File: src/hdl/lrupr_pkg.sv
// ----------------------------------------------------------------------------
// LRU page replacement package
// Field widths and limits shared by the core, its frame store and checker.
// ----------------------------------------------------------------------------
package lrupr_pkg;

   localparam int PAGE_FIELD_W = 16;
   localparam int SLOT_W       = 5;
   localparam int STAMP_W      = 32;
   localparam int COUNT_W      = 32;

   localparam logic [COUNT_W-1:0] COUNT_MAX = {COUNT_W{1'b1}};

endpackage

File: src/hdl/lrupr_frame_store.sv
// ----------------------------------------------------------------------------
// LRU frame store
// Page tag and last-use stamp memories, one write port, one registered read.
// ----------------------------------------------------------------------------
module lrupr_frame_store #(
   parameter int NUM_FRAMES = 32,
   parameter int PAGE_BITS  = 16
) (
   input  logic                             clock,
   input  logic                             wr_en,
   input  logic [$clog2(NUM_FRAMES)-1:0]    wr_addr,
   input  logic [PAGE_BITS-1:0]             wr_page,
   input  logic [lrupr_pkg::STAMP_W-1:0]    wr_stamp,
   input  logic [$clog2(NUM_FRAMES)-1:0]    rd_addr,
   output logic [PAGE_BITS-1:0]             rd_page,
   output logic [lrupr_pkg::STAMP_W-1:0]    rd_stamp
);
   import lrupr_pkg::*;

   logic [PAGE_BITS-1:0] page_mem [NUM_FRAMES];
   logic [STAMP_W-1:0]   stamp_mem [NUM_FRAMES];

   always_ff @(posedge clock) begin
      if (wr_en) begin
         page_mem[wr_addr]  <= wr_page;
         stamp_mem[wr_addr] <= wr_stamp;
      end
   end

   always_ff @(posedge clock) begin
      rd_page  <= page_mem[rd_addr];
      rd_stamp <= stamp_mem[rd_addr];
   end

endmodule

File: src/hdl/lru_page_replacement_core.sv
// ----------------------------------------------------------------------------
// LRU page replacement core
// Fully associative frame set: scan for hit, free frame and oldest stamp,
// then refresh, fill or replace one frame and report the outcome.
// ----------------------------------------------------------------------------
//  channel | direction | handshake          | payload
//  req     | in        | req_valid/req_stall | page_number
//  rsp     | out       | rsp_valid/rsp_stall | hit, frame_slot, evicted_valid,
//          |           |                     | evicted_page, fault_total
//
//  A transaction reads the frame store once per frame through a single compare
//  unit, then waits in a tail state for the last read data, commits in a commit
//  state and returns to idle.
//  Synchronous reset empties every frame and clears use clock and fault count.
//  A stalled response holds the commit until the output register frees up.
// ----------------------------------------------------------------------------
module lru_page_replacement_core #(
   parameter int NUM_FRAMES = 32,
   parameter int PAGE_BITS  = 16
) (
   input  logic                                 clock,
   input  logic                                 reset,
   input  logic                                 req_valid,
   output logic                                 req_stall,
   input  logic [lrupr_pkg::PAGE_FIELD_W-1:0]   req_page_number,
   output logic                                 rsp_valid,
   input  logic                                 rsp_stall,
   output logic                                 rsp_hit,
   output logic [lrupr_pkg::SLOT_W-1:0]         rsp_frame_slot,
   output logic                                 rsp_evicted_valid,
   output logic [lrupr_pkg::PAGE_FIELD_W-1:0]   rsp_evicted_page,
   output logic [lrupr_pkg::COUNT_W-1:0]        rsp_fault_total
);
   import lrupr_pkg::*;

   localparam int IDX_W   = $clog2(NUM_FRAMES);
   localparam int PEXT_W  = (PAGE_BITS > PAGE_FIELD_W) ? PAGE_BITS : PAGE_FIELD_W;
   localparam int SEXT_W  = (IDX_W > SLOT_W) ? IDX_W : SLOT_W;
   localparam logic [IDX_W-1:0] LAST_IDX = IDX_W'(NUM_FRAMES - 1);

   typedef enum logic [1:0] {
      ST_IDLE,
      ST_SCAN,
      ST_TAIL,
      ST_COMMIT
   } state_type;

   state_type             state_ff;
   logic [IDX_W-1:0]      cnt_ff;
   logic [IDX_W-1:0]      chk_idx_ff;
   logic                  chk_vld_ff;
   logic [PAGE_BITS-1:0]  page_ff;
   logic [NUM_FRAMES-1:0] frame_valid_ff;
   logic                  hit_found_ff;
   logic [IDX_W-1:0]      hit_idx_ff;
   logic                  free_found_ff;
   logic [IDX_W-1:0]      free_idx_ff;
   logic [IDX_W-1:0]      lru_idx_ff;
   logic [STAMP_W-1:0]    lru_stamp_ff;
   logic [PAGE_BITS-1:0]  lru_page_ff;
   logic [STAMP_W-1:0]    use_clock_ff;
   logic [COUNT_W-1:0]    fault_count_ff;

   logic                      rsp_valid_ff;
   logic                      rsp_hit_ff;
   logic [SLOT_W-1:0]         rsp_slot_ff;
   logic                      rsp_evicted_ff;
   logic [PAGE_FIELD_W-1:0]   rsp_evicted_page_ff;
   logic [COUNT_W-1:0]        rsp_fault_total_ff;

   logic [PAGE_BITS-1:0]  rd_page;
   logic [STAMP_W-1:0]    rd_stamp;

   logic [PEXT_W-1:0]     req_page_ext;
   logic [PEXT_W-1:0]     lru_page_ext;
   logic [SEXT_W-1:0]     slot_ext;
   logic [PAGE_BITS-1:0]  page_in;

   logic                  scan_valid;
   logic                  scan_hit;
   logic                  scan_free;
   logic                  scan_lower;

   logic                  out_free;
   logic                  commit_go;
   logic                  evict_in;
   logic [IDX_W-1:0]      slot_in;
   logic [STAMP_W-1:0]    use_clock_in;
   logic [COUNT_W-1:0]    fault_count_in;

   lrupr_frame_store #(
      .NUM_FRAMES (NUM_FRAMES),
      .PAGE_BITS  (PAGE_BITS)
   ) u_store (
      .clock    (clock),
      .wr_en    (commit_go),
      .wr_addr  (slot_in),
      .wr_page  (page_ff),
      .wr_stamp (use_clock_in),
      .rd_addr  (cnt_ff),
      .rd_page  (rd_page),
      .rd_stamp (rd_stamp)
   );

   assign req_page_ext = PEXT_W'(req_page_number);
   assign page_in      = req_page_ext[PAGE_BITS-1:0];
   assign lru_page_ext = PEXT_W'(lru_page_ff);

   assign scan_valid = frame_valid_ff[chk_idx_ff];
   assign scan_hit   = chk_vld_ff && scan_valid && !hit_found_ff && (rd_page == page_ff);
   assign scan_free  = chk_vld_ff && !scan_valid && !free_found_ff;
   assign scan_lower = chk_vld_ff && ((chk_idx_ff == '0) || (rd_stamp < lru_stamp_ff));

   assign out_free  = !rsp_valid_ff || !rsp_stall;
   assign commit_go = (state_ff == ST_COMMIT) && out_free;
   assign evict_in  = !hit_found_ff && !free_found_ff;

   always_comb begin
      priority if (hit_found_ff) begin
         slot_in = hit_idx_ff;
      end else if (free_found_ff) begin
         slot_in = free_idx_ff;
      end else begin
         slot_in = lru_idx_ff;
      end
   end

   assign slot_ext     = SEXT_W'(slot_in);
   assign use_clock_in = use_clock_ff + STAMP_W'(1);

   always_comb begin
      if (hit_found_ff || (fault_count_ff == COUNT_MAX)) begin
         fault_count_in = fault_count_ff;
      end else begin
         fault_count_in = fault_count_ff + COUNT_W'(1);
      end
   end

   always_ff @(posedge clock) begin
      if (reset) begin
         state_ff       <= ST_IDLE;
         chk_vld_ff     <= 1'b0;
         frame_valid_ff <= '0;
         use_clock_ff   <= '0;
         fault_count_ff <= '0;
         rsp_valid_ff   <= 1'b0;
         cnt_ff         <= '0;
      end else begin
         chk_vld_ff <= (state_ff == ST_SCAN);
         chk_idx_ff <= cnt_ff;

         if (scan_hit) begin
            hit_found_ff <= 1'b1;
            hit_idx_ff   <= chk_idx_ff;
         end
         if (scan_free) begin
            free_found_ff <= 1'b1;
            free_idx_ff   <= chk_idx_ff;
         end
         if (scan_lower) begin
            lru_idx_ff   <= chk_idx_ff;
            lru_stamp_ff <= rd_stamp;
            lru_page_ff  <= rd_page;
         end

         if (commit_go) begin
            rsp_valid_ff <= 1'b1;
         end else if (rsp_valid_ff && !rsp_stall) begin
            rsp_valid_ff <= 1'b0;
         end

         unique case (state_ff)
            ST_IDLE: begin
               cnt_ff <= '0;
               if (req_valid) begin
                  page_ff       <= page_in;
                  hit_found_ff  <= 1'b0;
                  free_found_ff <= 1'b0;
                  state_ff      <= ST_SCAN;
               end
            end
            ST_SCAN: begin
               if (cnt_ff == LAST_IDX) begin
                  state_ff <= ST_TAIL;
               end else begin
                  cnt_ff <= cnt_ff + IDX_W'(1);
               end
            end
            ST_TAIL: begin
               state_ff <= ST_COMMIT;
            end
            ST_COMMIT: begin
               if (out_free) begin
                  use_clock_ff            <= use_clock_in;
                  fault_count_ff          <= fault_count_in;
                  frame_valid_ff[slot_in] <= 1'b1;
                  rsp_hit_ff              <= hit_found_ff;
                  rsp_slot_ff             <= slot_ext[SLOT_W-1:0];
                  rsp_evicted_ff          <= evict_in;
                  rsp_evicted_page_ff     <= evict_in ? lru_page_ext[PAGE_FIELD_W-1:0] : '0;
                  rsp_fault_total_ff      <= fault_count_in;
                  state_ff                <= ST_IDLE;
               end
            end
            default: begin
               state_ff <= ST_IDLE;
            end
         endcase
      end
   end

   assign req_stall         = (state_ff != ST_IDLE);
   assign rsp_valid         = rsp_valid_ff;
   assign rsp_hit           = rsp_hit_ff;
   assign rsp_frame_slot    = rsp_slot_ff;
   assign rsp_evicted_valid = rsp_evicted_ff;
   assign rsp_evicted_page  = rsp_evicted_page_ff;
   assign rsp_fault_total   = rsp_fault_total_ff;

endmodule

File: config.mk
export PLATFORM = sky130hd
export DESIGN_NAME = lru_page_replacement_core
export DESIGN_NICKNAME = d
export VERILOG_FILES = /design/src/hdl/lrupr_pkg.sv /design/src/hdl/lrupr_frame_store.sv /design/src/hdl/lru_page_replacement_core.sv
export SDC_FILE = /design/constraint.sdc
export NUM_CORES = 2
export LEC_CHECK = 0
export BUFFER_PORTS_ARGS = -buffer_cell sky130_fd_sc_hd__clkbuf_2
export CAP_MARGIN = 40
export CORE_ASPECT_RATIO = 1.4
export CORE_MARGIN = 4
export CORE_UTILIZATION = 44
export CTS_CLUSTER_DIAMETER = 30
export CTS_CLUSTER_SIZE = 30
export DETAILED_ROUTE_END_ITERATION = 8
export HOLD_SLACK_MARGIN = 0.12
export SLEW_MARGIN = 20
export SYNTH_ARGS = -nofsm -noshare
export SYNTH_HDL_FRONTEND = slang
export SYNTH_SLANG_ARGS = --single-unit
File: constraint.sdc
create_clock -name clock -period 9.5 [get_ports clock]
set_clock_uncertainty 0.05 [all_clocks]
set_input_delay 0.475 -clock clock [delete_from_list [all_inputs] [get_ports clock]]
set_output_delay 0.475 -clock clock [all_outputs]
set_load 0.01 [all_outputs]
* After elaboration in Yosys (flattened, before gate mapping) *
Memory sizes are Yosys's and may differ from the RTL's. A register that Yosys moved wholly into a read port is not among the register bits.
Index checks and enable logic that the tools add are counted.

cells by class
  mux-type cells = 23
  eq/ne operators = 10
  bitwise gates (word level) = 2
  magnitude comparators = 4
  add/sub/neg operators = 3
  reduce and logical (&&, ||, !) cells = 31
  shifts and indexed selects = 0
  divide/modulo/power cells = 0
  $mul = 0

operators by type and width
  cell                     count
  $add A32 B1 Y32 const B  2
  $eq A32 B32 Y1 const B   1
  $lt A32 B32 Y1           1
  $mux W32                 1
  $or A32 B32 Y32          1
  $eq A16 B16 Y1           1
  $mux W5                  3
  $lt A5 B6 Y1 const B     2
  $mux W1                  12
  $logic_and A1 B1 Y1      10
  $pmux W5 S2              1
  $reduce_and A2 Y1        5
  $reduce_and A3 Y1        3
  $pmux W2 S4              1
  $mux W2                  3
  $ne A2 B2 Y1 const B     3
  $reduce_bool A2 Y1       3
  $add A5 B1 Y5 const B    1
  $bmux W1 S5              1
  $demux W1 S5             1
  $eq A5 B5 Y1 const B     1
  $ge A5 B1 Y1 const B     1
  $logic_not A1 Y1         5
  $logic_not A5 Y1         1
  other kinds (6)          9

word-level totals
  input bits = 20
  output and inout bits = 57
  RAM bits = 1536
  register bits = 246
  memories kept = 2
  latch bits = 0
  word-level logic and storage cells = 96
  memory bits (read-only) = 0

memory list
  memory             depth  bits a word  read ports  clocked after memory_dff  write ports  RTL line                 source
  u_store.stamp_mem  32     32           1           1                         1            lrupr_frame_store.sv:21  logic [STAMP_W-1:0] stamp_mem [NUM_FRAMES];
  u_store.page_mem   32     16           1           1                         1            lrupr_frame_store.sv:20  logic [PAGE_BITS-1:0] page_mem [NUM_FRAMES];

* Longest topological paths before layout *
  word-level depth = 8
  mapped depth = 9

* Modules after synthesis *
A second synthesis with hierarchy kept.

unflattened totals
  cells, all modules = 4384
  area, all modules = 71835.1 sq um

modules (own cells, without submodules)
  module                     seq. area each (sq um)  instances  cells each  area each (sq um)
  lrupr_frame_store          47085.2                 1          3365        60725.7
  lru_page_replacement_core  6336.1                  1          1019        11109.4

* Worst setup path before layout *
No wires, ideal clock.

  kind = reg2reg
  start point = register state_ff[1]
  end point = memory u_store.page_mem[0][0], enable pin
  data required time = 8.995 ns
  clock period less this slack = 3.995 ns
  stages on the path, launching flop included = 7
  data arrival time = 3.490 ns
  setup slack = 5.505 ns
  cells stage by stage = dfxtp_1 -> ha_1 -> and2_1 -> clkbuf_1 -> clkbuf_1 -> nand3_1 -> nor2_1

on the way
  cells in the longest elaborated chain, start to end = 4

ends and longest elaborated chain
  what                           RTL line                          source
  start, declared                lru_page_replacement_core.sv:48   state_type state_ff;
  start signal, assigned         lru_page_replacement_core.sv:141  state_ff <= ST_IDLE;
  start signal, assigned         lru_page_replacement_core.sv:179  state_ff <= ST_SCAN;
  start signal, assigned         lru_page_replacement_core.sv:184  state_ff <= ST_TAIL;
  $eq A2 B2 Y1                   lru_page_replacement_core.sv:115  assign commit_go = (state_ff == ST_COMMIT) && out_free;
  $logic_and A1 B1 Y1            lru_page_replacement_core.sv:115
  $mux W1                        lrupr_frame_store.sv:24           if (wr_en) begin
  $mux W1 (not written as such)  lrupr_frame_store.sv:25           page_mem[wr_addr] <= wr_page;
  end, declared                  lrupr_frame_store.sv:20

Every way passes these cells.

* Worst setup path after layout *
  start point = register hit_found_ff
  end point = memory u_store.stamp_mem[7][3], enable pin

on the way
  cells in the longest elaborated chain, start to end = 1

ends and longest elaborated chain
  what                    RTL line                          source
  start, declared         lru_page_replacement_core.sv:54   logic hit_found_ff;
  start signal, assigned  lru_page_replacement_core.sv:153  hit_found_ff <= 1'b1;
  start signal, assigned  lru_page_replacement_core.sv:177  hit_found_ff <= 1'b0;
  $mux W5                 lru_page_replacement_core.sv:119  priority if (hit_found_ff) begin
  end, declared           lrupr_frame_store.sv:21

Every way passes these cells.

==> metrics.yaml <==
status:
  run_status: "finished clean"
final_layout:
  final_common_cell: "edfxtp_1"
  layout.nets: 3717
  final_util: 0.539
  area_growth_pct: 21.8
  fin_cells: 5993
  final_layout_size_suffix_gt1_frac: 0.340
  final_cell_mix: "edfxtp_1 (1677), mux4_2 (472), clkbuf_16 (314), dfxtp_1 (148), nor2_1 (111)"
floorplanning:
  die_y_um: 481
  die_w_um: 346
  io_pins: 77
  initial_core_util: 0.443
  rows: 173
  coreArea_um2: 159000
  die-area_um2: 166000
global_route:
  grt_pass1_vias: 35600
  grt.overflow.total: 0
  grt_max_degree: 155
  grt_pass1_wl_um: 248000
  antenna_found_initial: 5
  track_usage: 0.205
clocking:
  clockBufferDepth: 4
  clock-sinks: 1830
  cts_tree: "yes"
  cts_setup_buffers: 0
  clock-root-buffer: "clkbuf_16"
  clk_pin_slew_worst_paths_ns: 0.05
  cts_buffers: 309
  cts.htree.levels: 5
  clkLatencyLatePin_ns: 0.89
synthesis:
  ys_dominant_reg_cell: "edfxtp_1"
  synthArstFlopShare: 0
  ys_seq_elements: 1830
  synth_nets: 3320
  yosys_warnings: 0
  yosysUniqueCellTypes: 59
  synth_edf_count: 1677
  syn_area_per_cell_um2: 21.5
  netlist_instances: 3261
  seq_area_frac_synth: 0.761
  syn-cell-area_um2: 70200
worst_setup_path:
  max_stage_delay_ns: 0.78
  rr_worst_depth: 6
  cp.required_ns: 9.91
  critPathKind: "register to register"
  start_kind: "register"
  critical-path-slowest-cell: "nor2_4"
  critical_path.max_fanout: 34
  cp_cell_sequence: "inv_1, mux2i_1, nor2_1, nand2_1, nor2_4, buf_4"
  worst-r2r-setup-slack_ns: 5.59
  r2r-start: "hit_found_ff$_DFFE_PN_"
  crit_start: "hit_found_ff$_DFFE_PN_"
  worstPathArrival_ns: 4.32
  cp-end-kind: "register"
sta:
  grt_setup_unrepaired: "false"
  worstMarginPinSlew_ns: 1.08
  post-route-period-util: 0.411
  slew_violations: 0
  period_minus_slack_ns: 3.91
  slew_headroom: 0.278
  fmax_mhz: 256
  setup_viol: 0
  worst_slack_ns: 5.59
  tns_ns: 0
  finalHoldViolCount: 0
routing:
  drt_first_pass_iters: 5
  drt_iter0_markers: 3183
  routedWlPerCell_um: 28.4
  met3_length_um: 11300
  ant_nets: 0
  route.detailed.drc: 0
  wl_met1_um: 67200
  wl_met2_um: 86500
  top_layer: "met5"
  vias: 34000
  finalWirelength_um: 170000
  avgViaCountPerCell: 5.68
pwr:
  ir_worst_vdd_mv: 0.245
  powerDensity_nw_per_um2: 265
  leakagePower_nw: 29.0
placed_design:
  dpl.hpwl_um: 96800
  gp_congestion: 0.787
  dpl_worst_slack_ns: 5.66
  port_buffers: 76
  dp.cells: 5416
worst_hold_path:
  min_path_type: "primary input to register"
  holdPathStages: 2
  hp-start: "req_page_number[9]"
flow_run:
  maxCapViolCount: 0
[through the flow]
step | power, W | hold WS (ns) | instance area [um^2]
after floorplan | 0.0112 | 0.350 | 70200
after global placement | 0.0118 | 0.369 | 73800
after detailed placement | 0.0118 | 0.377 | 74800
after CTS | 0.0229 | 0.186 | 85400
after global routing | 0.0235 | 0.228 | 85600
final | 0.0226 | 0.251 | 85600
[report_power, final]
group | switching, W | internal (W) | leakage, nW | total (W)
sequential | 0.000136 | 0.00892 | 17.9 | 0.00906
clock | 0.00392 | 0.00706 | 4.96 | 0.0110
combinational | 0.00120 | 0.00141 | 6.13 | 0.00261
[worst paths after layout]
path                                  endpoint
max          u_store.stamp_mem[7][3]$_DFFE_PP_
max reg2reg  u_store.stamp_mem[7][3]$_DFFE_PP_
min reg2reg         lru_stamp_ff[17]$_DFFE_PP_
min                       page_ff[9]$_DFFE_PP_
[metal layers]
metal  track usage  vias to the layer above
li1              -                    14400
met1         0.266                    18100
met2         0.348                     1287
met3        0.0464                      303
met4        0.0660                        2
met5             0                        -
[kinds of logic after synthesis]
family                   share of synthesized area
flip-flops                                   0.761
AND/OR/NAND/NOR                             0.0287
AO/OA/AOI/OAI                              0.00980
XOR/XNOR                                    0.0160
buffers and inverters                       0.0124
adder cells (fa/ha/maj)                    0.00695
multiplexers                                 0.166
[flip-flops by register name, summed over array words and instances (netlist names), 16 cells and up]
name	flops
fault_count_ff	32
frame_valid_ff	32
lru_page_ext	16
lru_stamp_ff	32
page_ff	16
rsp_evicted_page	16
rsp_fault_total	32
u_store.page_mem	512
u_store.rd_page	16
u_store.rd_stamp	32
u_store.stamp_mem	1024
use_clock_ff	32
[cells in the mapped netlist (14+ instances only)]
library cell | instances | area (um^2)
a21oi_1 | 23 | 115
and2_1 | 21 | 131
buf_2 | 31 | 155
buf_4 | 14 | 105
clkbuf_1 | 95 | 357
dfxtp_1 | 153 | 3060
edfxtp_1 | 1677 | 50400
ha_1 | 39 | 488
inv_1 | 46 | 173
mux2_2 | 51 | 574
mux2i_1 | 16 | 160
mux4_2 | 472 | 10600
nand2_1 | 83 | 312
nand3_1 | 48 | 240
nand4_1 | 29 | 181
nor2_1 | 145 | 544
nor3_1 | 24 | 120
o21a_1 | 36 | 270
o21ai_0 | 17 | 85.1
xnor2_1 | 63 | 552
xor2_1 | 65 | 569
[worst max-delay path, delay by kind of cell, from the launching register on]
family | cells | cell delay [ns]
muxes | 1 | 0.24
buffers and inverters | 2 | 1.03
DFF | 1 | 0.61
and+or+nand+nor | 3 | 1.48
[timing repair]
| item | 4_1_cts | 5_1_grt |
|---|---|---|
| gates resized for setup | 0 | 0 |
| endpoints found under the hold margin | 38 | 0 |
| hold buffers | 19 | 0 |
[final cells by class]
class	count	area (um^2)
inverter	47	176
clock buffer	350	8060
timing repair buffer	238	2490
sequential	1830	53400
clock inverter	195	2260
fill	12000	73100
multi-input combinational	1232	16500
tap	2100	2630
antenna	1	2.50
Note: power is estimated with default switching activity, not from simulation.
